[src/rtl/lcrc_pkg.sv]
`timescale 1ns / 1ps
`default_nettype none

package lcrc_pkg;

  localparam logic [7:0]  NEWLINE_BYTE = 8'h0A;
  localparam logic [7:0]  TAG_COMMA    = 8'h2C;
  localparam logic [7:0]  TAG_C        = 8'h43;
  localparam logic [7:0]  TAG_R        = 8'h52;
  localparam logic [7:0]  TAG_COLON    = 8'h3A;
  localparam int          WIN_LEN      = 5;
  localparam int          HEX_LEN      = 8;
  localparam logic [31:0] CRC_INIT     = 32'hFFFF_FFFF;
  localparam logic [31:0] CRC_POLY     = 32'h04C1_1DB7;

  // byte class decided by the front end
  typedef enum logic [1:0] {
    KIND_DATA    = 2'd0,
    KIND_TAG_END = 2'd1,
    KIND_NEWLINE = 2'd2
  } lcrc_kind_t;

  typedef struct packed {
    lcrc_kind_t  kind;
    logic [7:0]  data;
  } lcrc_entry_t;

  // MSB-first bytewise CRC-32 step
  function automatic logic [31:0] crc_update(input logic [31:0] crc_in,
                                             input logic [7:0]  byte_in);
    logic [31:0] c;
    logic        fb;
    c = crc_in;
    for (int i = 7; i >= 0; i--) begin
      fb = c[31] ^ byte_in[i];
      c  = {c[30:0], 1'b0};
      if (fb) begin
        c = c ^ CRC_POLY;
      end
    end
    return c;
  endfunction

  function automatic logic [7:0] hex_digit(input logic [3:0] nib);
    logic [7:0] d;
    if (nib < 4'd10) begin
      d = 8'h30 + {4'h0, nib};
    end else begin
      d = 8'h37 + {4'h0, nib};
    end
    return d;
  endfunction

  // 8 uppercase ASCII hex digits, most significant nibble first
  function automatic logic [63:0] hex_of(input logic [31:0] v);
    logic [63:0] r;
    for (int i = 0; i < HEX_LEN; i++) begin
      r[8*i +: 8] = hex_digit(v[4*i +: 4]);
    end
    return r;
  endfunction

endpackage

`default_nettype wire

[src/rtl/lcrc_res_if.sv]
`timescale 1ns / 1ps
`default_nettype none

interface lcrc_res_if;
  logic        valid;
  logic        ready;
  logic        crc_ok;
  logic        tag_seen;
  logic [31:0] computed_crc;

  modport source (output valid, output crc_ok, output tag_seen, output computed_crc,
                  input ready);
  modport sink   (input valid, input crc_ok, input tag_seen, input computed_crc,
                  output ready);
endinterface

`default_nettype wire

[src/rtl/lcrc_back.sv]
`timescale 1ns / 1ps
`default_nettype none

// CRC with a five-byte delay line, trailer capture and the per-line verdict.
module lcrc_back (
  input  wire logic                 clk,
  input  wire logic                 rst,
  input  wire logic                 can_pop,
  input  wire lcrc_pkg::lcrc_entry_t entry,
  output logic                      pop,
  lcrc_res_if.source                res
);

  logic [31:0] crc_run;
  logic [7:0]  win [lcrc_pkg::WIN_LEN];   // [0] oldest
  logic [2:0]  win_cnt;
  logic [31:0] crc_at_tag;
  logic [63:0] cap_hex;
  logic [3:0]  cap_cnt;
  logic        tag_found;

  logic        out_valid;
  logic        out_ok;
  logic        out_tag;
  logic [31:0] out_crc;

  logic        out_free;
  logic        is_nl;
  logic [31:0] crc_run_next;
  logic [31:0] crc_final;
  logic        ok_now;

  assign out_free = !out_valid || res.ready;
  assign is_nl    = (entry.kind == lcrc_pkg::KIND_NEWLINE);
  assign pop      = can_pop && (!is_nl || out_free);

  // oldest slot holds a real byte only once the line is five bytes deep
  assign crc_run_next = (win_cnt == 3'(lcrc_pkg::WIN_LEN)) ?
                        lcrc_pkg::crc_update(crc_run, win[0]) : crc_run;

  assign crc_final = tag_found ? ~crc_at_tag : 32'h0;
  assign ok_now    = tag_found && (cap_cnt == 4'(lcrc_pkg::HEX_LEN)) &&
                     (cap_hex == lcrc_pkg::hex_of(crc_final));

  assign res.valid        = out_valid;
  assign res.crc_ok       = out_ok;
  assign res.tag_seen     = out_tag;
  assign res.computed_crc = out_crc;

  always_ff @(posedge clk) begin
    if (rst) begin
      crc_run    <= lcrc_pkg::CRC_INIT;
      win_cnt    <= 3'd0;
      crc_at_tag <= 32'h0;
      cap_hex    <= 64'h0;
      cap_cnt    <= 4'd0;
      tag_found  <= 1'b0;
    end else if (pop) begin
      case (entry.kind)
        lcrc_pkg::KIND_NEWLINE: begin
          crc_run    <= lcrc_pkg::CRC_INIT;
          win_cnt    <= 3'd0;
          crc_at_tag <= 32'h0;
          cap_hex    <= 64'h0;
          cap_cnt    <= 4'd0;
          tag_found  <= 1'b0;
        end
        lcrc_pkg::KIND_TAG_END: begin
          crc_run    <= crc_run_next;
          win_cnt    <= 3'(lcrc_pkg::WIN_LEN);
          crc_at_tag <= crc_run_next;
          cap_hex    <= 64'h0;
          cap_cnt    <= 4'd0;
          tag_found  <= 1'b1;
        end
        default: begin
          crc_run <= crc_run_next;
          if (win_cnt != 3'(lcrc_pkg::WIN_LEN)) begin
            win_cnt <= win_cnt + 3'd1;
          end
          if (tag_found && (cap_cnt < 4'(lcrc_pkg::HEX_LEN))) begin
            cap_hex <= {cap_hex[55:0], entry.data};
            cap_cnt <= cap_cnt + 4'd1;
          end
        end
      endcase
    end
  end

  // delay line shifts on every popped non-newline byte; real bytes sit in the top win_cnt slots
  always_ff @(posedge clk) begin
    if (pop && !is_nl) begin
      for (int i = 0; i < lcrc_pkg::WIN_LEN - 1; i++) begin
        win[i] <= win[i+1];
      end
      win[lcrc_pkg::WIN_LEN-1] <= entry.data;
    end
  end

  always_ff @(posedge clk) begin
    if (rst) begin
      out_valid <= 1'b0;
    end else if (pop && is_nl) begin
      out_valid <= 1'b1;
    end else if (res.ready) begin
      out_valid <= 1'b0;
    end
  end

  always_ff @(posedge clk) begin
    if (pop && is_nl) begin
      out_ok  <= ok_now;
      out_tag <= tag_found;
      out_crc <= crc_final;
    end
  end

endmodule

`default_nettype wire

[src/flat_wrapper.sv]
// flat-port wrapper written by rule: the top's interface ports become plain ports
module lcrc_back_flat 
  (clk, rst, can_pop, entry, pop, res_valid, res_crc_ok, res_tag_seen, res_computed_crc, res_ready);
  lcrc_res_if res_i ();
  input  wire logic clk;
  input  wire logic rst;
  input  wire logic can_pop;
  input  wire lcrc_pkg::lcrc_entry_t entry;
  output logic pop;
  output wire logic [$bits(res_i.valid)-1:0] res_valid;
  output wire logic [$bits(res_i.crc_ok)-1:0] res_crc_ok;
  output wire logic [$bits(res_i.tag_seen)-1:0] res_tag_seen;
  output wire logic [$bits(res_i.computed_crc)-1:0] res_computed_crc;
  input wire logic [$bits(res_i.ready)-1:0] res_ready;
  assign res_valid = res_i.valid;
  assign res_crc_ok = res_i.crc_ok;
  assign res_tag_seen = res_i.tag_seen;
  assign res_computed_crc = res_i.computed_crc;
  assign res_i.ready = res_ready;
  lcrc_back u_core (.clk(clk), .rst(rst), .can_pop(can_pop), .entry(entry), .pop(pop), .res(res_i));
endmodule
[config.mk]
export PLATFORM = sky130hd
export DESIGN_NAME = lcrc_back_flat
export DESIGN_NICKNAME = d
export VERILOG_FILES = /design/src/rtl/lcrc_pkg.sv /design/src/rtl/lcrc_res_if.sv /design/src/rtl/lcrc_back.sv /design/src/flat_wrapper.sv
export SDC_FILE = /design/constraint.sdc
export NUM_CORES = 1
export LEC_CHECK = 0
export BUFFER_PORTS_ARGS = -buffer_cell sky130_fd_sc_hd__buf_4
export CORE_AREA = 2 2 224 182
export CTS_CLUSTER_SIZE = 10
export DETAILED_ROUTE_END_ITERATION = 8
export DIE_AREA = 0 0 226 184
export SYNTH_ARGS = -nofsm -noshare
export SYNTH_HDL_FRONTEND = slang
export SYNTH_SLANG_ARGS = --single-unit
export TNS_END_PERCENT = 20
[constraint.sdc]
create_clock -name clk -period 3.65 [get_ports clk]
set_input_delay 0.73 -clock clk [delete_from_list [all_inputs] [get_ports clk]]
set_output_delay 0.73 -clock clk [all_outputs]
set_load 0.05 [all_outputs]
==> results.sh, run 1 <==
export IMPL_synth_async_reset_ratio_pct=0
export IMPL_synth_yosys_warnings=0
export IMPL_end_kind="register"
export IMPL_num_vias=7433
export IMPL_ff2ff_path_depth=8
export IMPL_avgSynthCellArea_um2=9.75
export IMPL_cts_root_buf="clkbuf_16"
export IMPL_fin_setup_tns_ns=0
export IMPL_drtAntennaViolNets=0
export IMPL_crit_fanout=28
export IMPL_status="complete, no violations"
export IMPL_drt_wl_total_um=26500
export IMPL_r2r_end="u_core.res.crc_ok"
export IMPL_hold_buffers=0
export IMPL_drt_first_pass_iters=5
export IMPL_drive_above_1_share_pct=11.0
export IMPL_syn_to_final_growth_pct=17.3
export IMPL_slew_headroom_pct=39.0
export IMPL_vias_per_cell=4.70
export IMPL_cts_setup_buffers=0
export IMPL_p_leak_nw=4.08
export IMPL_hold_start="entry[4]"
export IMPL_drc=0
export IMPL_die_height_um=184
export IMPL_ir_drop_mv=0.341
export IMPL_antennaDiodeCount=0
export IMPL_synth_seq_cells=211
export IMPL_crit_slowest_cell="nor4_1"
export IMPL_fin_nets=1059
export IMPL_synth_main_ff_cell="dfxtp_1"
export IMPL_synth_cell_types=58
export IMPL_grt_overflow=0
export IMPL_layout_cells_non_filler=1582
export IMPL_cts_clk_slew_worst_paths_ns=0.06
export IMPL_grt_start_max_net_pins=81
export IMPL_rrSetupSlack_ns=0.40
export IMPL_netlist_area_mm2=0.00970
export IMPL_whs_path_depth=1
export IMPL_crit_family="simple AND/OR/NAND/NOR gates"
export IMPL_grt_first_pass_wirelength_um=40200
export IMPL_cap_viol_max_count=0
export IMPL_fill_cells=4067
export IMPL_fin_crit_ns=3.25
export IMPL_syn_num_nets=1023
export IMPL_skew_ns=0.0139
export IMPL_final_max_slew_viol_count=0
export IMPL_required_ns=3.91
export IMPL_cp_buffers_inverters=1
export IMPL_path_cells="buf_4 > nor2b_1 > nand3_1 > xor2_1 > nand3_1 > nor4_1 > nand4_1 > nor4_1"
export IMPL_p_per_area_mw_per_mm2=463
export IMPL_arrival_ns=3.51
export IMPL_synth_edf_count=74
export IMPL_drtIter0Drc=783
export IMPL_holdPathEnd="u_core.win[0][36]"
export IMPL_grt_pass1_vias=6799
export IMPL_cts_sinks=211
export IMPL_path_class="reg -> reg"
export IMPL_grt_usage_pct=12.5
export IMPL_antenna_found_initial=0
export IMPL_min_path_type="in -> reg"
export IMPL_min_period_over_period_pct=89.0
export IMPL_coreArea_mm2=0.0391
export IMPL_dpl_hpwl_um=19300
export IMPL_clk_latency_ns=0.53
export IMPL_ys_seq_area_share_pct=51.2
export IMPL_cts_buffers_inserted=25
export IMPL_die_x_um=226
export IMPL_gp_congestion=0.895
export IMPL_io_pins=50
export IMPL_worstReg2RegStart="u_core.tag_found"
export IMPL_max_freq_mhz=308
export IMPL_syn_inst=995
export IMPL_cts_buffer_depth=3
export IMPL_cts_tree="yes"
export IMPL_port_buffers=49
export IMPL_wl_per_cell_um=16.8
export IMPL_place_inst=1540
export IMPL_report_final_setup_viol=0
export IMPL_multi_input_area_mm2=0.00440
export IMPL_ff_latch_area_mm2=0.00496
export IMPL_hold_viol=0
export IMPL_rows=65
export IMPL_cpPeakStageDelay_ns=0.53
export IMPL_tightest_slew_ns=0.914
export IMPL_start_kind="register"
export IMPL_die_area_mm2=0.0416
export IMPL_rsz0062_at_grt="no"
export IMPL_htreeDepth=1
export IMPL_start_util_pct=24.8
export IMPL_postCtsResizedCells=0
## cell usage after synthesis (3+ instances only)
cell type,number,share of area [%]
a22o_1,9,0.81
xor2_1,32,2.9
xor2_2,3,0.50
o22ai_1,18,1.2
xnor2_2,10,1.7
nand2b_1,49,3.2
nor3_1,12,0.62
ha_1,14,1.8
nor4_1,5,0.32
edfxtp_1,74,23
mux2i_1,7,0.72
a21oi_1,57,2.9
o21ai_1,4,0.21
nor2_1,120,4.6
a31oi_1,3,0.19
nand3_1,13,0.67
clkbuf_1,52,2.0
nand4_1,7,0.45
dfxtp_1,137,28
nand3b_1,5,0.39
inv_1,34,1.3
xnor2_1,54,4.9
nor2b_1,18,1.2
nand2_1,75,2.9
o21ai_0,63,3.3
a22oi_1,69,5.3
o2bb2ai_1,3,0.27
a32oi_1,4,0.36
## placed cells by master, fill, tap and decap left out, types with 14 or more instances in the layout
| cell type | synthesis | layout |
|---|---|---|
| clkbuf_16 | 0 | 25 |
| nand2b_1 | 49 | 49 |
| xnor2_1 | 54 | 54 |
| xor2_1 | 32 | 32 |
| o22ai_1 | 18 | 18 |
| inv_1 | 34 | 34 |
| dfxtp_1 | 137 | 137 |
| nand2_1 | 75 | 74 |
| o21ai_0 | 63 | 63 |
| edfxtp_1 | 74 | 74 |
| nor2_1 | 120 | 120 |
| buf_4 | 0 | 65 |
| ha_1 | 14 | 14 |
| clkbuf_1 | 52 | 14 |
| a22oi_1 | 69 | 69 |
| a21oi_1 | 57 | 56 |
| nor2b_1 | 18 | 18 |
## stage by stage
stage	cell area (um2)	worst slack [ns]	hold slack (ns)	util [%]	power, mW
2_1_floorplan	9700	0.722	0.400	-	2.93
3_3_place_gp	10700	0.507	0.401	27.2	3.06
3_5_place_dp	10700	0.539	0.405	27.2	3.07
4_1_cts	11400	0.523	0.388	29.1	5.31
5_1_grt	11400	0.292	0.388	29.1	5.45
6_report	11400	0.401	0.407	29.1	5.26
## metal layers
layer / global-route usage (%) / vias to the layer above / part of all wire, % / wire length, um
met4: 3.21 / 0 / 2.2 / 594
met2: 18.7 / 243 / 43 / 11300
met5: 0 / - / 0 / 0
met1: 18.2 / 3582 / 48 / 12700
met3: 2.64 / 39 / 7.1 / 1890
li1: - / 3569 / - / -
## worst max-delay path by stage
stage,from,to,cells past startpoint
after global placement,u_core.tag_found,u_core.res.crc_ok,8
after global routing,u_core.tag_found,u_core.res.crc_ok,9
after detailed placement,u_core.tag_found,u_core.res.crc_ok,8
after floorplan,entry[8],u_core.crc_run[11],8
after CTS,u_core.tag_found,u_core.res.crc_ok,8
final,u_core.tag_found,u_core.res.crc_ok,8
## flip-flops by register name, indices dropped and copies added, names as in the netlist
signal	count
u_core.cap_hex	64
u_core.win	40
u_core.crc_at_tag	32
u_core.crc_run	32
u_core.res.computed_crc	32
u_core.cap_cnt	4
u_core.win_cnt	3
u_core.res.crc_ok	1
u_core.res.tag_seen	1
u_core.res.valid	1
u_core.tag_found	1
## logic make-up (layout without fill, tap and decap cells)
| kind of cell | Yosys count | count (layout) | synth area share, % |
|---|---|---|---|
| flops | 211 | 211 | 51.2 |
| compound gates | 254 | 254 | 16.6 |
| mux | 8 | 8 | 0.839 |
| buf+inv | 91 | 142 | 3.55 |
| xor+xnor | 102 | 102 | 10.8 |
| fa+ha+maj | 14 | 14 | 1.81 |
| simple gates | 315 | 315 | 15.2 |
## report_power, final
group          switching [mW]  total [mW]  internal (mW)
logic                   0.311       0.483          0.172
clock network           0.946        2.24           1.29
registers              0.0464        2.54           2.49
total                    1.30        5.26           3.96
## cell type report
type | count | area share [%]
well taps | 536 | 5.90
repair buffers | 65 | 4.29
flip-flops and latches | 211 | 43.7
clock buffers | 40 | 6.08
inverters | 35 | 1.16
multi-input cells | 693 | 38.7
clock inverters | 2 | 0.220
(Power assumes the default switching activity.)
==> run 2, diff against run 1 <==
ABC_AREA = 1   (was not set)
CORE_AREA = 2 2 234 190   (was 2 2 224 182)
DIE_AREA = 0 0 236 192   (was 0 0 226 184)
==> run 2 against run 1 <==
Critical path depth is 3 higher. Die area grew 9.0%. Sequential share of layout area decreased by 3.5 points. Via count is 30% higher. Largest cell class unchanged. Core utilization down 0.15 points.
==> results.sh, run 2 <==
export IMPL_path_class="reg -> reg"
export IMPL_die_x_um=236
export IMPL_fin_crit_ns=2.57
export IMPL_end_kind="register"
export IMPL_grt_start_max_net_pins=69
export IMPL_slew_headroom_pct=48.6
export IMPL_synth_yosys_warnings=0
export IMPL_antennaDiodeCount=0
export IMPL_drc=0
export IMPL_synth_area_leader_cell="dfxtp_1"
export IMPL_antenna_found_initial=1
export IMPL_final_cell_mix="nand2_1 (577), inv_1 (163), dfxtp_1 (137)"
export IMPL_mostFrequentLayoutCell="nand2_1"
export IMPL_cap_viol_max_count=0
export IMPL_clk_latency_ns=0.55
export IMPL_start_kind="register"
export IMPL_hold_viol=0
export IMPL_fin_setup_tns_ns=0
export IMPL_cts_clk_slew_worst_paths_ns=0.06
export IMPL_vias_per_cell=4.60
export IMPL_num_vias=9639
export IMPL_syn_num_nets=1508
export IMPL_drt_first_pass_iters=5
export IMPL_largest_register_ffs=64
export IMPL_grt_usage_pct=13.8
export IMPL_dpl_cell_area_mm2=0.0116
export IMPL_report_final_setup_viol=0
export IMPL_postCtsResizedCells=0
export IMPL_grt_pass1_vias=8652
export IMPL_place_inst=2052
export IMPL_port_buffers=49
export IMPL_p_per_area_mw_per_mm2=437
export IMPL_drtAntennaViolNets=0
export IMPL_synth_top_area_share_pct=25.8
export IMPL_die_height_um=192
export IMPL_utilization_pct=28.9
export IMPL_hold_buffers=0
export IMPL_drt_wl_total_um=31600
export IMPL_syn_inst=1480
export IMPL_ys_seq_area_share_pct=46.6
export IMPL_status="complete, no violations"
export IMPL_final_max_slew_viol_count=0
export IMPL_rows=68
export IMPL_skew_ns=0.0211
export IMPL_wl_per_cell_um=15.1
export IMPL_design_area_mm2=0.0124
export IMPL_htreeDepth=1
export IMPL_synth_seq_cells=211
export IMPL_cts_buffers_inserted=25
export IMPL_top_register="u_core.cap_hex"
export IMPL_cts_tree="yes"
export IMPL_max_freq_mhz=389
export IMPL_cts_sinks=211
export IMPL_coreArea_mm2=0.0428
export IMPL_setup_ws_ns=1.08
export IMPL_netlist_area_mm2=0.0107
export IMPL_synth_async_reset_ratio_pct=0
export IMPL_cts_setup_buffers=0
export IMPL_arrival_ns=2.95
export IMPL_yosys_top_cells_count="nand2_1 (578), inv_1 (163), dfxtp_1 (137), nand3_1 (123), edfxtp_1 (74)"
export IMPL_crit_fanout=17
export IMPL_p_leak_nw=5.29
export IMPL_drtIter0Drc=788
export IMPL_die_area_mm2=0.0453
export IMPL_synth_cell_types=38
export IMPL_whs_ns=0.373
export IMPL_cts_buffer_depth=3
export IMPL_ir_drop_mv=0.328
export IMPL_post_place_ws_ns=1.00
export IMPL_grt_overflow=0
export IMPL_grt_first_pass_wirelength_um=48900
export IMPL_top_regs="u_core.cap_hex (64), u_core.win (40)"
export IMPL_synth_most_common_cell="nand2_1"
export IMPL_total_power_mw=5.40
export IMPL_netlist_top_cells_area="dfxtp_1 (26%), edfxtp_1 (21%), nand2_1 (20%)"
export IMPL_rsz0062_at_grt="no"
export IMPL_avgSynthCellArea_um2=7.20
export IMPL_layout_cells_non_filler=2097
export IMPL_drive_above_1_share_pct=8.59
export IMPL_start_util_pct=24.9
export IMPL_synth_edf_count=74
export IMPL_syn_to_final_growth_pct=16.2
export IMPL_gp_congestion=0.931
export IMPL_io_pins=50
export IMPL_cts_root_buf="clkbuf_16"
export IMPL_fin_nets=1547
export IMPL_dpl_hpwl_um=23200
export IMPL_min_period_over_period_pct=70.4
export IMPL_min_path_type="in -> reg"
export IMPL_synth_main_ff_cell="dfxtp_1"
export IMPL_required_ns=4.03
export IMPL_tightest_slew_ns=0.766
==> run 2: cell types whose count changed after synthesis, moves of 17 or more <==
cell / change
nand2_1: +503
inv_1: +129
nand3_1: +110
a22oi_1: -69
xnor2_1: -50
nand2b_1: -49
nor2_1: -47
nor2b_1: -18
clkbuf_1: -17
==> run 2: power by group <==
part / switching [mW] / internal [mW]
clock: 0.987 / 1.33
combinational: 0.409 / 0.145
sequential: 0.0376 / 2.50
==> run 2: cells by family after synthesis <==
logic type	Yosys count	synth area share (%)
AOI/OAI and AO/OA	189	9.56
xor gates and xnor gates	29	2.38
adders and majority gates	14	1.64
buffers and inverters	225	8.51
DFF	211	46.6
and+or+nand+nor	812	31.3
==> run 2: path summary, 6_finish.rpt <==
check / startpoint / end / slack (ns) / depth (start not counted)
worst max-delay path: u_core.tag_found / u_core.res.crc_ok / 1.08 / 11
worst min-delay path: entry[7] / u_core.win[0][39] / 0.37 / 1
worst max register to register: u_core.tag_found / u_core.res.crc_ok / 1.08 / 11
worst min register to register: u_core.win[0][30] / u_core.win[0][22] / 0.41 / 0
==> run 2: cell type report <==
type | instances | area [um2]
multi-input combinational | 1044 | 4790
inverter | 170 | 643
timing repair buffer | 67 | 541
sequential | 211 | 4960
clock buffer | 44 | 717
fill | 4611 | 30400
clock inverter | 1 | 20.0
tap | 560 | 701
==> run 2: critical path, cell delays in order, from the launching register on <==
cell and delay, ns:
dfxtp_1 0.39, buf_4 0.28, nand2_1 0.14, inv_1 0.15, nand2_1 0.14, nor2_1 0.48, o211ai_1 0.19, nor2_1 0.15
nand2_1 0.08, nor2_1 0.16, nand2_1 0.08, nor2_1 0.15
==> run 2: metal layers <==
layer,global-route usage [%],vias up,share of wire (%)
met1,20.8,4452,50
li1,-,4805,-
met3,3.59,46,8.9
met2,19.1,336,39
met5,0,-,0
met4,3.45,0,2.3
==> run 3, diff against run 2 <==
clock period = 2.1 ns   (was 3.65 ns; I/O delays follow)
==> run 3 against run 2 <==
Via count is 1.0% higher. First-iteration DRC count rose by 13%. Die area is the same. Sequential power increased by 74%. Critical endpoint unchanged. Final area grew 3.8%. Clock-buffer cell count decreased by 1. Critical path depth up 2. Register-to-register slack lost 1.0 ns.
==> results.sh, run 3 (synthesis gave the netlist of run 2 again) <==
export IMPL_arrival_ns=2.46
export IMPL_dpl_hpwl_um=24000
export IMPL_crit_slowest_cell="dfxtp_4"
export IMPL_skew_ns=0.0117
export IMPL_mostFrequentLayoutCell="nand2_1"
export IMPL_coreArea_mm2=0.0428
export IMPL_grt_first_pass_wirelength_um=50200
export IMPL_tightest_slew_ns=0.749
export IMPL_ir_drop_mv=0.516
export IMPL_antennaDiodeCount=0
export IMPL_vias_per_cell=4.54
export IMPL_cts_clk_slew_worst_paths_ns=0.06
export IMPL_crit_fanout=28
export IMPL_cap_viol_max_count=0
export IMPL_required_ns=2.51
export IMPL_num_vias=9739
export IMPL_port_buffers=49
export IMPL_final_cell_mix="nand2_1 (568), inv_1 (163), dfxtp_1 (136)"
export IMPL_path_cells="inv_8 > nor2_4 > inv_2 > ha_1 > nand2_1 > nand2_1 > o21bai_2 > nand2_2 > nor2_1 > nand2_1 > nor2_1 > nand3_1 > nor2_1"
export IMPL_drt_wl_total_um=32100
export IMPL_drive_above_1_share_pct=12.3
export IMPL_cpPeakStageDelay_ns=0.38
export IMPL_cp_buffers_inverters=2
export IMPL_crit_family="simple AND/OR/NAND/NOR gates"
export IMPL_cts_root_buf="clkbuf_16"
export IMPL_cts_tree="yes"
export IMPL_final_max_slew_viol_count=0
export IMPL_rows=68
export IMPL_post_place_ws_ns=-0.128
export IMPL_top_register="u_core.cap_hex"
export IMPL_cts_setup_buffers=0
export IMPL_die_area_mm2=0.0453
export IMPL_syn_to_final_growth_pct=20.7
export IMPL_drtAntennaViolNets=0
export IMPL_htreeDepth=1
export IMPL_status="complete, no violations"
export IMPL_start_util_pct=24.9
export IMPL_fill_cells=4621
export IMPL_rsz0062_at_grt="yes"
export IMPL_gp_congestion=0.953
export IMPL_min_path_type="in -> reg"
export IMPL_fin_crit_ns=2.05
export IMPL_grt_pass1_vias=8921
export IMPL_dpl_cell_area_mm2=0.0120
export IMPL_io_pins=50
export IMPL_grt_overflow=0
export IMPL_antenna_found_initial=0
export IMPL_drt_first_pass_iters=5
export IMPL_path_class="reg -> reg"
export IMPL_largest_register_ffs=64
export IMPL_clk_latency_ns=0.54
export IMPL_cts_buffer_depth=3
export IMPL_max_freq_mhz=487
export IMPL_cts_sinks=211
export IMPL_drc=0
export IMPL_report_final_setup_viol=0
export IMPL_min_period_over_period_pct=97.7
export IMPL_top_regs="u_core.cap_hex (64), u_core.win (40)"
export IMPL_p_leak_nw=5.56
export IMPL_drtIter0Drc=894
export IMPL_die_height_um=192
export IMPL_cts_buffers_inserted=26
export IMPL_p_per_area_mw_per_mm2=739
export IMPL_wl_per_cell_um=15.0
export IMPL_setup_ws_ns=0.0476
export IMPL_die_x_um=236
export IMPL_design_area_mm2=0.0129
export IMPL_start_kind="register"
export IMPL_fin_nets=1592
export IMPL_rrSetupSlack_ns=0.05
export IMPL_hold_viol=0
export IMPL_grt_start_max_net_pins=69
export IMPL_grt_usage_pct=14.0
export IMPL_slew_headroom_pct=50.1
export IMPL_end_kind="register"
==> run 3: changes by cell type in the layout (fill, tap and decap cells not counted), moves of 2 or more <==
cell,delta
buf_4,+37
nand2_1,-9
nand2_2,+8
o21ai_0,-5
buf_12,+4
nor2_1,-4
o21ai_1,+4
clkinv_2,+3
buf_6,+2
clkbuf_8,-2
nor2_2,+2
nor2_4,+2
==> run 3: worst register-to-register path: stages, from the launching register on <==
cell	delay, ns
dfxtp_4	0.38
inv_8	0.11
nor2_4	0.16
inv_2	0.06
ha_1	0.20
nand2_1	0.08
nand2_1	0.08
o21bai_2	0.26
nand2_2	0.12
nor2_1	0.10
nand2_1	0.06
nor2_1	0.14
nand3_1	0.09
nor2_1	0.09
==> run 3: report_power, final <==
group	total [mW]	internal (mW)	switching, mW
clock network	4.06	2.32	1.74
registers	4.41	4.35	0.0660
logic	1.03	0.314	0.717
==> run 3: cell type report <==
class                   count  area, um2  share of cell area (%)
clock inverters             5       40.0                   0.312
inverters                 170        646                    5.02
multi-input cells        1044       4850                    37.7
well taps                 560        701                    5.45
clock buffers              43        714                    5.56
repair buffers            111        936                    7.28
flip-flops and latches    211       4970                    38.7
==> run 3: layer usage <==
layer  wire [um]  up-vias  track usage (%)
met5           0        -                0
met4         489        0             2.47
met3        2410       34             2.62
met2       12900      308             20.6
met1       16300     4511             21.3
li1            -     4886                -
==> run 3: worst paths after layout <==
path	to	depth (start not counted)	startpoint
worst max-delay path	u_core.res.crc_ok	13	u_core.tag_found
worst min-delay path	u_core.win[0][38]	1	entry[6]
worst max register to register	u_core.res.crc_ok	13	u_core.tag_found
worst min register to register	u_core.win[0][6]	0	u_core.win[0][14]
==> run 3: stage by stage <==
stage / total power, mW / hold slack [ns] / setup TNS (ns) / std cells / utilization (%)
4_1_cts: 9.59 / 0.0497 / 0 / 2144 / 29.9
2_1_floorplan: 5.13 / 0.400 / 0 / 1480 / -
3_3_place_gp: 5.49 / 0.401 / -0.144 / 2096 / 28.1
6_report: 9.50 / 0.0706 / 0 / 2144 / 30.0
3_5_place_dp: 5.50 / 0.405 / -0.128 / 2096 / 28.1
5_1_grt: 9.89 / 0.0552 / -0.0922 / 2144 / 30.0
==> run 3: what timing repair did <==
| action | 4_1_cts | 5_1_grt |
|---|---|---|
| cloned | 0 | 0 |
| endpoints found under the setup margin | 2 | 17 |
| hold buffers | 0 | 0 |
| resized for setup | 6 | 26 |
| pin swaps | 0 | 1 |
